$ cat config.mk
export PLATFORM = sky130hd
export DESIGN_NAME = row_wrap_conflict_reservation_table_core
export DESIGN_NICKNAME = d
export VERILOG_FILES = /design/src/rwct_pkg.sv /design/src/rwct_ram.sv /design/src/rwct_engine.sv /design/src/row_wrap_conflict_reservation_table_core.sv
export SDC_FILE = /design/constraint.sdc
export NUM_CORES = 1
export LEC_CHECK = 0
export BUFFER_PORTS_ARGS = -buffer_cell sky130_fd_sc_hd__clkbuf_2
export CAP_MARGIN = 20
export CORE_MARGIN = 3
export CORE_UTILIZATION = 62
export CTS_CLUSTER_SIZE = 8
export DETAILED_ROUTE_END_ITERATION = 16
export GPL_TIMING_DRIVEN = 0
export PLACE_DENSITY = 0.86
export REMOVE_ABC_BUFFERS = 1
export SKIP_LAST_GASP = 1
export SYNTH_ARGS = -nofsm -noshare
export SYNTH_HDL_FRONTEND = slang
export SYNTH_SLANG_ARGS = --single-unit
$ cat constraint.sdc
create_clock -name clk -period 5.4 [get_ports clk]
set_clock_uncertainty 0.1 [all_clocks]
set_input_delay 1.62 -clock clk [delete_from_list [all_inputs] [get_ports clk]]
set_output_delay 1.62 -clock clk [all_outputs]
set_load 0.02 [all_outputs]
$ cat src/rwct_pkg.sv
// ----------------------------------------------------------------------------
// rwct_pkg
// Shared types and constants for the row reservation table with wrapped
// conflict scan.
// ----------------------------------------------------------------------------
`default_nettype none

package rwct_pkg;

  // Table geometry
  localparam int MAX_PARTITIONS = 16;
  localparam int ROW_SLOTS      = MAX_PARTITIONS + 1;
  localparam int MASK_W         = 16;
  localparam int ROW_W          = 5;
  localparam int PART_W         = 5;
  localparam int CNT_W          = 5;
  localparam logic [CNT_W-1:0] COUNT_MAX = '1;

  // Request kinds
  localparam logic KIND_REQUEST = 1'b0;
  localparam logic KIND_RELEASE = 1'b1;

  // One table row as stored in memory
  typedef struct packed {
    logic [CNT_W-1:0]  count;
    logic [MASK_W-1:0] bits;
  } entry_t;

  localparam int ENTRY_W = $bits(entry_t);

  // Engine sequencer
  typedef enum logic [1:0] {
    ST_IDLE,
    ST_SCAN,
    ST_RELEASE,
    ST_DONE
  } state_t;

  // Result handed from the engine to the output stage
  typedef struct packed {
    logic             no_free_row;
    logic             head_advanced;
    logic [ROW_W-1:0] head_row;
    logic             row_active;
    logic [ROW_W-1:0] row;
  } result_t;

  // Partition count clamped to 1..MAX_PARTITIONS
  function automatic logic [PART_W-1:0] eff_parts(input logic [PART_W-1:0] p);
    logic [PART_W-1:0] r;
    r = p;
    if (p == '0) r = PART_W'(1);
    if (p > PART_W'(MAX_PARTITIONS)) r = PART_W'(MAX_PARTITIONS);
    return r;
  endfunction

  // Ones in the bit positions below the partition count
  function automatic logic [MASK_W-1:0] part_mask(input logic [PART_W-1:0] p);
    logic [MASK_W-1:0] m;
    for (int i = 0; i < MASK_W; i++) begin
      m[i] = (PART_W'(i) < p);
    end
    return m;
  endfunction

endpackage

`default_nettype wire

$ cat src/rwct_ram.sv
// ----------------------------------------------------------------------------
// rwct_ram
// Generic single-port-write, single-port-read RAM with registered read data.
// ----------------------------------------------------------------------------
`default_nettype none

module rwct_ram #(
  parameter int WIDTH = 8,
  parameter int DEPTH = 16
) (
  input  wire logic                     clk,
  input  wire logic                     we,
  input  wire logic [$clog2(DEPTH)-1:0] waddr,
  input  wire logic [WIDTH-1:0]         wdata,
  input  wire logic                     re,
  input  wire logic [$clog2(DEPTH)-1:0] raddr,
  output logic      [WIDTH-1:0]         rdata
);

  logic [WIDTH-1:0] mem [DEPTH];

  // Write port and registered read
  always_ff @(posedge clk) begin
    if (we) begin
      mem[waddr] <= wdata;
    end
    if (re) begin
      rdata <= mem[raddr];
    end
  end

endmodule

`default_nettype wire

$ cat src/rwct_engine.sv
// ----------------------------------------------------------------------------
// rwct_engine
// Sequencer: holds head row, partition count and row valid bits, walks the
// table memory one row a cycle and writes the updated row back.
// ----------------------------------------------------------------------------
`default_nettype none

module rwct_engine (
  input  wire logic                             clk,
  input  wire logic                             rst,
  // configuration
  input  wire logic                             cfg_we,
  input  wire logic [rwct_pkg::PART_W-1:0]      cfg_wdata,
  // request side
  input  wire logic                             req_valid,
  output logic                                  req_ready,
  input  wire logic                             req_kind,
  input  wire logic [rwct_pkg::MASK_W-1:0]      req_mask,
  input  wire logic [rwct_pkg::ROW_W-1:0]       req_row,
  // result side
  output logic                                  res_valid,
  input  wire logic                             res_ready,
  output rwct_pkg::result_t                     res,
  // table memory
  output logic                                  mem_we,
  output logic [rwct_pkg::ROW_W-1:0]            mem_waddr,
  output rwct_pkg::entry_t                      mem_wdata,
  output logic                                  mem_re,
  output logic [rwct_pkg::ROW_W-1:0]            mem_raddr,
  input  wire rwct_pkg::entry_t                 mem_rdata
);

  import rwct_pkg::*;

  // control state
  state_t            state, state_next;
  logic [PART_W-1:0] parts, parts_next;
  logic [ROW_W-1:0]  head, head_next;
  logic [ROW_SLOTS-1:0] row_valid, row_valid_next;

  // per-request payload
  logic [MASK_W-1:0] mask, mask_next;
  logic [ROW_W-1:0]  cur_row, cur_row_next;
  logic [ROW_W-1:0]  scan_cnt, scan_cnt_next;
  result_t           result, result_next;

  // scratch
  logic [PART_W-1:0] pe, pe_cfg;
  logic [ROW_W-1:0]  rows, rows_cfg;
  logic [ROW_W-1:0]  head_c;
  logic [ROW_W-1:0]  row_wrap;
  logic [ROW_W-1:0]  rel_wrap;
  entry_t            ent;
  entry_t            upd;
  logic              hit;

  assign pe       = eff_parts(parts);
  assign rows     = ROW_W'(pe) + ROW_W'(1);
  assign pe_cfg   = eff_parts(cfg_wdata);
  assign rows_cfg = ROW_W'(pe_cfg) + ROW_W'(1);
  assign head_c   = (head >= rows) ? '0 : head;

  // stored row, or zero if never written since reset
  assign ent      = row_valid[cur_row] ? mem_rdata : '0;
  assign hit      = (ent.bits & mask) == '0;
  assign row_wrap = (cur_row + ROW_W'(1) >= rows) ? '0 : cur_row + ROW_W'(1);
  assign rel_wrap = row_wrap;

  assign req_ready = (state == ST_IDLE) && !rst;
  assign res_valid = (state == ST_DONE);
  assign res       = result;

  // next state and datapath
  always_comb begin
    state_next     = state;
    parts_next     = parts;
    head_next      = head;
    row_valid_next = row_valid;
    mask_next      = mask;
    cur_row_next   = cur_row;
    scan_cnt_next  = scan_cnt;
    result_next    = result;
    mem_we         = 1'b0;
    mem_waddr      = cur_row;
    mem_wdata      = '0;
    mem_re         = 1'b0;
    mem_raddr      = cur_row;
    upd            = ent;

    case (state)
      ST_IDLE: begin
        // register write, head pulled back if it falls outside the table
        if (cfg_we) begin
          parts_next = cfg_wdata;
          if (head >= rows_cfg) head_next = '0;
        end
        if (req_valid) begin
          head_next     = head_c;
          mask_next     = req_mask & part_mask(pe);
          scan_cnt_next = '0;
          if (req_kind == KIND_REQUEST) begin
            cur_row_next = head_c;
            mem_re       = 1'b1;
            mem_raddr    = head_c;
            state_next   = ST_SCAN;
          end else if (req_row < rows) begin
            cur_row_next = req_row;
            mem_re       = 1'b1;
            mem_raddr    = req_row;
            state_next   = ST_RELEASE;
          end else begin
            // release outside the table: report only
            result_next.row           = req_row;
            result_next.row_active    = (req_row == head_c);
            result_next.head_row      = head_c;
            result_next.head_advanced = 1'b0;
            result_next.no_free_row   = 1'b0;
            state_next                = ST_DONE;
          end
        end
      end

      ST_SCAN: begin
        if (hit) begin
          // grant: merge mask bits, bump count with saturation
          upd.bits = ent.bits | mask;
          if (ent.count != COUNT_MAX) upd.count = ent.count + CNT_W'(1);
          mem_we                    = 1'b1;
          mem_waddr                 = cur_row;
          mem_wdata                 = upd;
          row_valid_next[cur_row]   = 1'b1;
          result_next.row           = cur_row;
          result_next.row_active    = (cur_row == head);
          result_next.head_row      = head;
          result_next.head_advanced = 1'b0;
          result_next.no_free_row   = 1'b0;
          state_next                = ST_DONE;
        end else if (scan_cnt == rows - ROW_W'(1)) begin
          // every row in use conflicts
          result_next.row           = '0;
          result_next.row_active    = 1'b0;
          result_next.head_row      = head;
          result_next.head_advanced = 1'b0;
          result_next.no_free_row   = 1'b1;
          state_next                = ST_DONE;
        end else begin
          // fetch the following row, wrapping to row zero
          mem_re        = 1'b1;
          mem_raddr     = row_wrap;
          cur_row_next  = row_wrap;
          scan_cnt_next = scan_cnt + ROW_W'(1);
        end
      end

      ST_RELEASE: begin
        upd.bits                  = ent.bits & ~mask;
        result_next.head_advanced = 1'b0;
        if (ent.count != '0) begin
          upd.count = ent.count - CNT_W'(1);
          if (ent.count == CNT_W'(1)) begin
            head_next                 = rel_wrap;
            result_next.head_advanced = 1'b1;
          end
        end
        mem_we                  = 1'b1;
        mem_waddr               = cur_row;
        mem_wdata               = upd;
        row_valid_next[cur_row] = 1'b1;
        result_next.row         = cur_row;
        result_next.row_active  = (cur_row == head_next);
        result_next.head_row    = head_next;
        result_next.no_free_row = 1'b0;
        state_next              = ST_DONE;
      end

      ST_DONE: begin
        if (res_ready) state_next = ST_IDLE;
      end

      default: begin
        state_next = ST_IDLE;
      end
    endcase
  end

  // control registers
  always_ff @(posedge clk) begin
    if (rst) begin
      state     <= ST_IDLE;
      parts     <= PART_W'(MAX_PARTITIONS);
      head      <= '0;
      row_valid <= '0;
    end else begin
      state     <= state_next;
      parts     <= parts_next;
      head      <= head_next;
      row_valid <= row_valid_next;
    end
  end

  // payload registers
  always_ff @(posedge clk) begin
    mask     <= mask_next;
    cur_row  <= cur_row_next;
    scan_cnt <= scan_cnt_next;
    result   <= result_next;
  end

endmodule

`default_nettype wire

$ cat src/row_wrap_conflict_reservation_table_core.sv
// ----------------------------------------------------------------------------
// row_wrap_conflict_reservation_table_core
// Reservation table of rows by partitions: a request takes the first row,
// from the head and wrapping, whose reserved bits miss its conflict mask;
// a release clears bits in a row and moves the head when the row empties.
// ----------------------------------------------------------------------------
//  channel   dir  tdata / data fields (low bit up)             other
//  s_axis    in   conflict_mask[15:0], release_row[20:16]      tuser = kind
//  m_axis    out  row[4:0], row_active[5], head_row[10:6],
//                 head_advanced[11], no_free_row[12]
//  cfg       in   cfg_wdata = partitions_in_use                cfg_we
//
//  A request examines n rows, n = 1 .. partitions + 1, in a one-row-per-cycle
//  walk over the table RAM; a release reads its row and writes it back, or
//  only reports when its row lies outside the table.
//  One item is in flight at a time; the next is taken once its result has
//  moved into the output register, which holds it while m_axis_tready is low.
//  rst is synchronous; row contents read as zero after reset through per-row
//  valid flags, so no clearing pass is needed.
// ----------------------------------------------------------------------------
`default_nettype none

module row_wrap_conflict_reservation_table_core (
  input  wire logic        clk,
  input  wire logic        rst,
  // configuration
  input  wire logic        cfg_we,
  input  wire logic [4:0]  cfg_wdata,      // partitions_in_use
  // request stream
  input  wire logic        s_axis_tvalid,
  output logic             s_axis_tready,
  input  wire logic [23:0] s_axis_tdata,   // conflict_mask[15:0], release_row[20:16]
  input  wire logic        s_axis_tuser,   // kind
  // result stream
  output logic             m_axis_tvalid,
  input  wire logic        m_axis_tready,
  output logic [15:0]      m_axis_tdata    // row, row_active, head_row,
                                           // head_advanced, no_free_row
);

  import rwct_pkg::*;

  logic    res_valid;
  logic    res_ready;
  result_t res;

  logic    mem_we;
  logic [ROW_W-1:0] mem_waddr;
  entry_t  mem_wdata;
  logic    mem_re;
  logic [ROW_W-1:0] mem_raddr;
  entry_t  mem_rdata;

  // sequencer
  rwct_engine u_engine (
    .clk       (clk),
    .rst       (rst),
    .cfg_we    (cfg_we),
    .cfg_wdata (cfg_wdata),
    .req_valid (s_axis_tvalid),
    .req_ready (s_axis_tready),
    .req_kind  (s_axis_tuser),
    .req_mask  (s_axis_tdata[MASK_W-1:0]),
    .req_row   (s_axis_tdata[MASK_W+ROW_W-1:MASK_W]),
    .res_valid (res_valid),
    .res_ready (res_ready),
    .res       (res),
    .mem_we    (mem_we),
    .mem_waddr (mem_waddr),
    .mem_wdata (mem_wdata),
    .mem_re    (mem_re),
    .mem_raddr (mem_raddr),
    .mem_rdata (mem_rdata)
  );

  // table storage: reserved bits and count per row
  rwct_ram #(
    .WIDTH (ENTRY_W),
    .DEPTH (ROW_SLOTS)
  ) u_table (
    .clk   (clk),
    .we    (mem_we),
    .waddr (mem_waddr),
    .wdata (mem_wdata),
    .re    (mem_re),
    .raddr (mem_raddr),
    .rdata (mem_rdata)
  );

  // output register
  assign res_ready = !m_axis_tvalid || m_axis_tready;

  always_ff @(posedge clk) begin
    if (rst) begin
      m_axis_tvalid <= 1'b0;
    end else if (res_ready) begin
      m_axis_tvalid <= res_valid;
    end
  end

  always_ff @(posedge clk) begin
    if (res_ready && res_valid) begin
      m_axis_tdata <= {3'b000, res};
    end
  end

endmodule

`default_nettype wire

==> flow_summary.yaml, run 1 <==
finish:
  layout_commonest_cell: "edfxtp_1"
  area_growth_syn_to_layout_pct: 15.6
  nets: 1532
  final_util: 0.730
  layout-drive-gt1-share: 0.155
  finalNonFillerCells: 1897
  antennaDiodeCount: 0
  final_cell_mix: "edfxtp_1, mux2i_1, nand2_1"
  fin_area_um2: 23100
grt:
  antenna_found_initial: 0
  grt_max_degree: 37
  grt_usage: 0.301
  grt_pass1_vias: 13000
  overflow: 0
  grt_pass1_wl_um: 76800
timing:
  setup_tns_ps: 0
  fmax_mhz: 187
  tightestPinTransition_ps: 1130
  hold_viol: 0
  whs_ps: 316
  timing.final.crit_share: 0.989
  relSlewSlack: 0.248
  setup_viol: 0
  layout_min_cycle_time_ps: 5340
  slew_violations: 0
  fin_ws_ps: 60.3
  rsz0062_at_grt: "no"
place:
  pre_cts_slack_ps: -971
  dp.final_hpwl_um: 30000
  numPlacedInstances: 1780
  post_dp_cell_area_um2: 21000
  port_buffers: 46
  place_congestion: 0.923
cts:
  cts.sinks: 460
  cts_max_level: 3
  clock_latency_ps: 570
  cts_tree: "yes"
  cts_max_path_buffers: 3
  cts-buffers-inserted: 67
  clk_pin_slew_ps: 50
  cts_hold_buf: 0
  cts_root_buf: "clkbuf_16"
synth:
  syn-instance-count: 1373
  netlist_area_um2: 20000
  syn_area_per_cell_um2: 14.6
  synth_seq_cells: 460
  yosysWarnings: 0
  synth_cell_types: 83
  seq_area_frac_synth: 0.673
  synth-main-ff-cell: "edfxtp_1"
  synth_edf_count: 425
  async_flop_share: 0
route:
  vias: 13000
  routed_wl_um: 52500
  drtIter0Drc: 1969
  maxUsedRoutingLayer: "met4"
  detail_route.vias_per_cell: 6.87
  wl_met2_um: 24900
  dr.pass1.iters: 9
  wl_per_cell_um: 27.7
  met1_length_um: 19100
  drc: 0
  wl_met3_um: 5390
  drtAntennaViolNets: 0
floorplan:
  die-height_um: 186
  die_w_um: 186
  start_util: 0.631
  coreArea_um2: 31700
  row_count: 65
  dieArea_um2: 34500
  pin_count: 53
outcome:
  status: "finished clean"
power:
  p_leak_nw: 8.67
  vdd_drop_max_mv: 0.352
  p_per_area_nw_per_um2: 557
  total_power_mw: 12.9
setup_path:
  worstPathArrival_ps: 5410
  slowest_stage: "nor2_4"
  path_class: "reg2reg"
  crit_top_cell: "nand2_1"
  path_max_fanout: 21
  path_cells: "mux4_2 -> mux2i_1 -> o2111ai_4 -> buf_6 -> o21a_1 -> nor2_1 -> nand2_2 -> nand2_1 -> nand2_1 -> nor2_4"
  required_ps: 5470
  cp-end-kind: "register"
  worstSetupStartpointType: "register"
  critPathMaxStageDelay_ps: 920
run:
  cap_violations: 0
min_path:
  worstHoldPathType: "reg2reg"
==> synthesized netlist by cell type, types with 3 or more instances <==
| library cell | count | area [um^2] |
|---|---|---|
| nand2_1 | 70 | 263 |
| nor3_1 | 8 | 40.0 |
| buf_4 | 10 | 75.1 |
| o21a_1 | 7 | 52.6 |
| a21boi_0 | 4 | 30.0 |
| o21ai_0 | 20 | 100 |
| inv_1 | 29 | 109 |
| a22o_1 | 5 | 43.8 |
| dfxtp_1 | 35 | 701 |
| clkbuf_1 | 34 | 128 |
| nand3_1 | 21 | 105 |
| mux2i_1 | 239 | 2390 |
| ha_1 | 22 | 275 |
| buf_2 | 27 | 135 |
| nor2b_1 | 15 | 93.8 |
| a21o_1 | 3 | 22.5 |
| nor3b_1 | 4 | 30.0 |
| mux4_2 | 4 | 90.1 |
| nand2b_1 | 21 | 131 |
| edfxtp_1 | 425 | 12800 |
| a2111o_1 | 3 | 33.8 |
| and2_1 | 12 | 75.1 |
| a31oi_1 | 11 | 68.8 |
| xor2_1 | 13 | 114 |
| a222oi_1 | 21 | 210 |
| o22ai_1 | 30 | 188 |
| xnor2_1 | 17 | 149 |
| nand4_1 | 5 | 31.3 |
| nor4_1 | 3 | 18.8 |
| o21ai_1 | 3 | 15.0 |
| and3_1 | 5 | 31.3 |
| a211oi_1 | 6 | 45.0 |
| nor2_1 | 81 | 304 |
| nand3b_1 | 4 | 30.0 |
| a21oi_1 | 64 | 320 |
| a22oi_1 | 32 | 240 |
==> routing by layer <==
metal / vias to the layer above / global-route usage
li1: 5496 / -
met1: 6339 / 0.387
met2: 970 / 0.483
met3: 233 / 0.0627
met4: 0 / 0.172
met5: - / 0
==> critical path: cells and delay by family, from the launching register on <==
kind            cells  cell delay (ps)
compound gates      2              460
buf+inv             1              290
flops               1              750
mux                 2              680
simple gates        5             2600
==> what timing repair did <==
action / 4_1_cts / 5_1_grt
pin swaps: 5 / 2
buffers inserted: 8 / 7
gates resized for setup: 16 / 2
endpoints found under the setup margin: 378 / 302
==> kinds of logic after synthesis <==
logic type	count (synthesis)	share of synthesized area
flip-flops	460	0.673
buffers and inverters	105	0.0236
AO/OA/AOI/OAI	243	0.0861
multiplexers	244	0.125
adder cells (fa/ha/maj)	24	0.0149
XOR/XNOR	30	0.0131
other	1	0.000187
AND/OR/NAND/NOR	266	0.0648
==> final cells by class <==
| class | instances | area [um^2] |
|---|---|---|
| clock buffer | 82 | 1750 |
| clock inverter | 7 | 113 |
| fill | 1797 | 8580 |
| inverter | 32 | 120 |
| multi-input combinational | 810 | 6260 |
| sequential | 460 | 13500 |
| tap | 402 | 503 |
| timing repair buffer | 104 | 910 |
==> registers in the layout, summed over array words and instances, names as in the netlist <==
signal              count
u_engine.res           13
u_engine.head           5
u_table.mem           357
m_axis_tvalid           1
u_engine.cur_row        5
u_engine.scan_cnt       5
u_engine.state          2
u_engine.row_valid     17
u_engine.mask          16
u_table.rdata          21
u_engine.parts          5
m_axis_tdata           13
==> worst paths after layout <==
path | start | endpoint | slack, ps | cells past startpoint
min | u_engine.res[12]$_DFFE_PP_ | m_axis_tdata[12]$_DFFE_PP_ | 320 | 0
max | u_engine.cur_row[3]$_DFF_P_ | u_table.mem[2][20]$_DFFE_PP_ | 60 | 10
min reg2reg | u_engine.res[12]$_DFFE_PP_ | m_axis_tdata[12]$_DFFE_PP_ | 320 | 0
max reg2reg | u_engine.cur_row[3]$_DFF_P_ | u_table.mem[2][20]$_DFFE_PP_ | 60 | 10
==> where the power goes <==
part	internal [mW]	total (mW)	switching (mW)
registers	4.60	4.88	0.276
clock network	2.27	3.75	1.47
logic	1.59	4.26	2.67
total	8.46	12.9	4.42
Note: power is estimated with default switching activity, not from simulation.
==> run 2, diff against run 1 <==
clock period = 5.55 ns   (was 5.4 ns; I/O delays follow)
==> run 2 against run 1 <==
Compared with the run above:
- sequential power shrank 2%
- fmax shrank 3.6%
- sequential cell count stayed put
- register-to-register slack got worse by 50 ps
==> flow_summary.yaml, run 2 (synthesis gave the netlist of run 1 again) <==
outcome:
  status: "finished clean"
floorplan:
  start_util: 0.631
  dieArea_um2: 34500
  coreArea_um2: 31700
  die_w_um: 186
  pin_count: 53
  row_count: 65
  die-height_um: 186
finish:
  nets: 1535
  largest_reg_flops: 357
  antennaDiodeCount: 0
  area_growth_syn_to_layout_pct: 15.7
  largestRegisters: "u_table.mem (357), u_table.rdata (21), u_engine.row_valid (17)"
  layout-drive-gt1-share: 0.157
  largest_register: "u_table.mem"
  layout_commonest_cell: "edfxtp_1"
  final_cell_mix: "edfxtp_1, mux2i_1, nand2_1"
setup_path:
  path_max_fanout: 14
  worstPathArrival_ps: 5750
  crit_top_cell: "buf_6"
  path_class: "reg2reg"
  required_ps: 5760
  slowest_stage: "dfxtp_1"
  critPathMaxStageDelay_ps: 740
  worstSetupStartpointType: "register"
  path_cells: "mux4_2 -> mux2i_1 -> o2111ai_2 -> buf_6 -> o211a_4 -> o21ai_1 -> or2_1 -> a2111oi_4 -> buf_6 -> buf_6 -> buf_8 -> buf_6 -> buf_6 -> mux2i_1 -> o22ai_1 -> a222oi_1 -> nand2_1"
  cp-end-kind: "register"
place:
  port_buffers: 46
  dp.final_hpwl_um: 30000
  place_congestion: 0.923
route:
  dr.pass1.iters: 8
  drtIter0Drc: 2112
  wl_per_cell_um: 28.0
  routed_wl_um: 53200
  vias: 13100
  drc: 0
  detail_route.vias_per_cell: 6.88
  drtAntennaViolNets: 0
timing:
  tightestPinTransition_ps: 1170
  fmax_mhz: 181
  slew_violations: 0
  setup_viol: 0
  hold_viol: 0
  rsz0062_at_grt: "yes"
  setup_tns_ps: 0
  whs_ps: 314
  timing.final.crit_share: 0.998
  relSlewSlack: 0.223
  layout_min_cycle_time_ps: 5540
cts:
  cts_root_buf: "clkbuf_16"
  clock_latency_ps: 580
  cts_max_level: 3
  cts_hold_buf: 0
  cts_tree: "yes"
  clk_pin_slew_ps: 60
  cts_max_path_buffers: 3
  cts.sinks: 460
  cts-buffers-inserted: 67
power:
  p_per_area_nw_per_um2: 543
  total_power_mw: 12.6
  vdd_drop_max_mv: 0.354
  p_leak_nw: 8.68
grt:
  grt_usage: 0.299
  grt_pass1_wl_um: 76300
  overflow: 0
  grt_pass1_vias: 12900
  grt_max_degree: 37
  antenna_found_initial: 0
run:
  cap_violations: 0
min_path:
  worstHoldPathType: "reg2reg"
[run 2: cell types whose count changed in the layout (fill, tap and decap cells not counted)]
cell,previous run,this run
buf_4,30,33
o2111ai_2,0,1
o2111ai_4,1,0
[run 2: path summary, 6_finish.rpt]
kind	slack (ps)	depth (start not counted)	startpoint	endpoint
hold / removal	310	0	u_engine.res[10]$_DFFE_PP_	m_axis_tdata[10]$_DFFE_PP_
setup reg to reg	10	17	u_engine.cur_row[3]$_DFF_P_	u_table.rdata[14]$_DFFE_PP_
hold reg to reg	310	0	u_engine.res[10]$_DFFE_PP_	m_axis_tdata[10]$_DFFE_PP_
setup / recovery	10	17	u_engine.cur_row[3]$_DFF_P_	u_table.rdata[14]$_DFFE_PP_
[run 2: cell type report]
| cell class | instances | area, um^2 |
|---|---|---|
| well taps | 402 | 503 |
| clock inverters | 7 | 113 |
| fillers | 1794 | 8570 |
| inverters | 32 | 120 |
| multi-input cells | 810 | 6250 |
| repair buffers | 107 | 932 |
| flip-flops and latches | 460 | 13500 |
| clock buffers | 82 | 1750 |
[run 2: critical path: cells and delay by family, from the launching register on]
kind	cells	cell delay [ps]
and+or+nand+nor	2	400
muxes	3	640
AOI/OAI and AO/OA	6	2120
buffers and inverters	6	1220
DFF	1	740
[run 2: metal layers]
metal,share of wire,track usage,vias to the layer above
met5,0,0,-
met4,0.065,0.181,0
met3,0.099,0.0627,252
met2,0.47,0.479,980
met1,0.36,0.381,6329
li1,-,-,5512
[run 2: stage by stage]
stage | cells | cell area [um^2] | util | worst slack [ps]
6_report | 1900 | 23200 | 0.730 | 12.6
5_1_grt | 1900 | 23200 | 0.730 | -100
4_1_cts | 1872 | 22900 | 0.722 | 4.17
3_5_place_dp | 1780 | 21000 | 0.661 | -821
3_3_place_gp | 1750 | 20400 | 0.643 | -8530
2_1_floorplan | 1302 | 19700 | - | -3450
[run 2: timing repair]
item / CTS / global route
resized for setup: 13 / 4
pin swaps: 2 / 2
endpoints found under the setup margin: 359 / 339
setup buffers: 3 / 15
[run 2: report_power, final]
part	internal [mW]	total, mW	switching [mW]
Combinational	1.56	4.16	2.60
Sequential	4.48	4.76	0.288
Clock	2.21	3.66	1.44
Total	8.24	12.6	4.33
==> run 3, diff against run 2 <==
CORE_UTILIZATION = 29   (was 62)
PLACE_DENSITY = 0.5   (was 0.86)
SYNTH_HIERARCHICAL = 1   (was unset)
==> run 3 against run 2 <==
Compared with the run above:
- synthesized cell count is 9.9% lower
- cell area rose by 3.3%
- critical endpoint is now u_table/rdata[0]$_DFFE_PP_
- largest power group unchanged
- area after synthesis is 0.11% higher
- sequential power hardly changed
- non-clock buffer count increased by 5
==> flow_summary.yaml, run 3 <==
power:
  comb_power_share: 0.357
  p_int_mw: 8.69
  p_per_area_nw_per_um2: 550
  p_leak_nw: 7.79
  seq_power_share: 0.363
  vdd_drop_max_mv: 0.322
  clockPowerShare: 0.281
  swShare: 0.339
  switchingPower_mw: 4.46
floorplan:
  coreArea_um2: 67800
  dieArea_um2: 72300
  die-height_um: 269
  start_util: 0.296
  die_w_um: 269
  pin_count: 53
  row_count: 95
timing:
  rsz0062_at_grt: "yes"
  fmax_mhz: 182
  layout_min_cycle_time_ps: 5480
  tightestPinTransition_ps: 1070
  setup_viol: 0
  timing.final.crit_share: 0.988
  slew_violations: 0
  setup_tns_ps: 0
  hold_viol: 0
  relSlewSlack: 0.284
finish:
  fin_area_um2: 23900
  layout-drive-gt1-share: 0.251
  final_util: 0.353
  largest_reg_flops: 357
  nets: 1407
  final_cell_mix: "edfxtp_1, mux4_2, clkbuf_16"
  antennaDiodeCount: 0
  layout_commonest_cell: "edfxtp_1"
  largest_register: "u_table/mem"
  area_growth_syn_to_layout_pct: 19.3
  largestRegisters: "u_table/mem (357), u_table/rdata (21), u_engine/row_valid (17)"
  finalNonFillerCells: 2246
  fillers: 6436
grt:
  grt_pass1_vias: 11500
  grt_max_degree: 43
  grt_usage: 0.145
  overflow: 0
  grt_pass1_wl_um: 76800
  antenna_found_initial: 2
route:
  routed_wl_um: 52100
  vias: 11600
  drc: 0
  dr.pass1.iters: 5
  detail_route.vias_per_cell: 5.16
  drtIter0Drc: 1220
  wl_per_cell_um: 23.2
  drtAntennaViolNets: 0
synth:
  synth_area_leaders: "edfxtp_1, mux4_2, dfxtp_1"
  async_flop_share: 0
  synth_common_cells: "edfxtp_1, mux4_2, nor2_1"
  synth-main-ff-cell: "edfxtp_1"
  yosysWarnings: 6
  synth_top_area_share: 0.637
  synth.most_common_cell: "edfxtp_1"
  synth_cell_types: 82
  yosysTopAreaCell: "edfxtp_1"
  syn-instance-count: 1237
  synth_edf_count: 425
  syn_area_per_cell_um2: 16.2
  synth_seq_cells: 460
  seq_area_frac_synth: 0.672
  netlist_area_um2: 20000
setup_path:
  r2r-start: "u_engine/parts[1]$_SDFFE_PP0P_"
  rr_worst_depth: 19
  cp-endpoint: "u_table/rdata[0]$_DFFE_PP_"
  rr_endpoint: "u_table/rdata[0]$_DFFE_PP_"
  worstPathArrival_ps: 5680
  r2r_setup_slack_ps: 180
  cp-end-kind: "register"
  required_ps: 5740
  path_max_fanout: 26
  startpoint: "s_axis_tdata[17]"
  worstSetupStartpointType: "primary input"
  path_class: "in2reg"
cts:
  cts-buffers-inserted: 67
  cts.sinks: 460
  cts_max_path_buffers: 3
  clock_latency_ps: 590
  cts_hold_buf: 0
  clk_pin_slew_ps: 50
  cts_max_level: 3
  cts_tree: "yes"
  cts_root_buf: "clkbuf_16"
place:
  numPlacedInstances: 2119
  place_congestion: 0.809
  dp.final_hpwl_um: 32200
  post_dp_cell_area_um2: 21700
  port_buffers: 46
outcome:
  status: "finished clean"
run:
  cap_violations: 0
min_path:
  worstHoldPathType: "reg2reg"
## run 3: worst max-delay path, stage by stage
cell and delay (ps):
clkbuf_2 160, ha_2 220, or3b_2 460, o221a_1 140
maj3_2 310, maj3_2 330, maj3_4 410, nand2_2 130
nand2_4 90, a311o_2 540, buf_4 190, buf_12 170
mux4_2 450, mux2i_1 260, a221oi_2 110
## run 3: logic make-up after synthesis
family / count (synthesis) / synth area share
AOI/OAI and AO/OA: 236 / 0.0887
xor gates and xnor gates: 21 / 0.00918
adders and majority gates: 30 / 0.0183
buffers and inverters: 119 / 0.0350
DFF: 460 / 0.672
muxes: 122 / 0.116
other: 1 / 0.000187
and+or+nand+nor: 248 / 0.0609
## run 3: how the worst min path moves through the flow
stage / from / cells past startpoint / endpoint / slack, ps
6_report: u_engine/res[3]$_DFFE_PP_ / 0 / m_axis_tdata[3]$_DFFE_PP_ / 310
5_1_grt: u_engine/res[10]$_DFFE_PP_ / 0 / m_axis_tdata[10]$_DFFE_PP_ / 320
4_1_cts: u_engine/res[10]$_DFFE_PP_ / 0 / m_axis_tdata[10]$_DFFE_PP_ / 320
3_5_place_dp: u_engine/res[0]$_DFFE_PP_ / 0 / m_axis_tdata[0]$_DFFE_PP_ / 300
3_3_place_gp: u_engine/res[12]$_DFFE_PP_ / 0 / m_axis_tdata[12]$_DFFE_PP_ / 310
2_1_floorplan: u_engine/res[0]$_DFFE_PP_ / 0 / m_axis_tdata[0]$_DFFE_PP_ / 300
## run 3: routing by layer
| metal | track usage | wire [um] | vias to the layer above |
|---|---|---|---|
| li1 | - | - | 5162 |
| met1 | 0.214 | 24700 | 5962 |
| met2 | 0.212 | 22900 | 385 |
| met3 | 0.0312 | 3240 | 86 |
| met4 | 0.0444 | 1280 | 0 |
| met5 | 0 | 0 | - |
## run 3: timing repair
action / 4_1_cts / 5_1_grt
setup buffers: 10 / 7
resized for setup: 18 / 9
gates cloned: 2 / 0
setup endpoints to repair: 21 / 45
pin swaps: 3 / 2
## run 3: power groups by stage
stage          logic (mW)  registers (mW)  clock network [mW]
6_report             4.69            4.77                3.69
2_1_floorplan        3.03            4.74                   0
3_5_place_dp         4.38            4.84                   0
4_1_cts              4.60            4.77                3.79
3_3_place_gp         4.26            4.86                   0
5_1_grt              5.04            4.80                3.94
## run 3: stage by stage
| step | setup slack (ps) | power, mW | hold WS, ps |
|---|---|---|---|
| detailed placement | -962 | 9.21 | 305 |
| finish | 67.0 | 13.1 | 314 |
| global route | -31.9 | 13.8 | 322 |
| CTS | 52.3 | 13.2 | 317 |
| global placement | -5170 | 9.12 | 309 |
| floorplan | -2260 | 7.77 | 300 |
## run 3: area by class of cell
class / instances / area [um^2] / area share
clock buffer: 89 / 1810 / 0.0758
clock inverter: 5 / 61.3 / 0.00256
inverter: 45 / 174 / 0.00727
multi-input combinational: 662 / 6100 / 0.255
sequential: 460 / 13500 / 0.564
tap: 873 / 1090 / 0.0457
timing repair buffer: 112 / 1190 / 0.0497
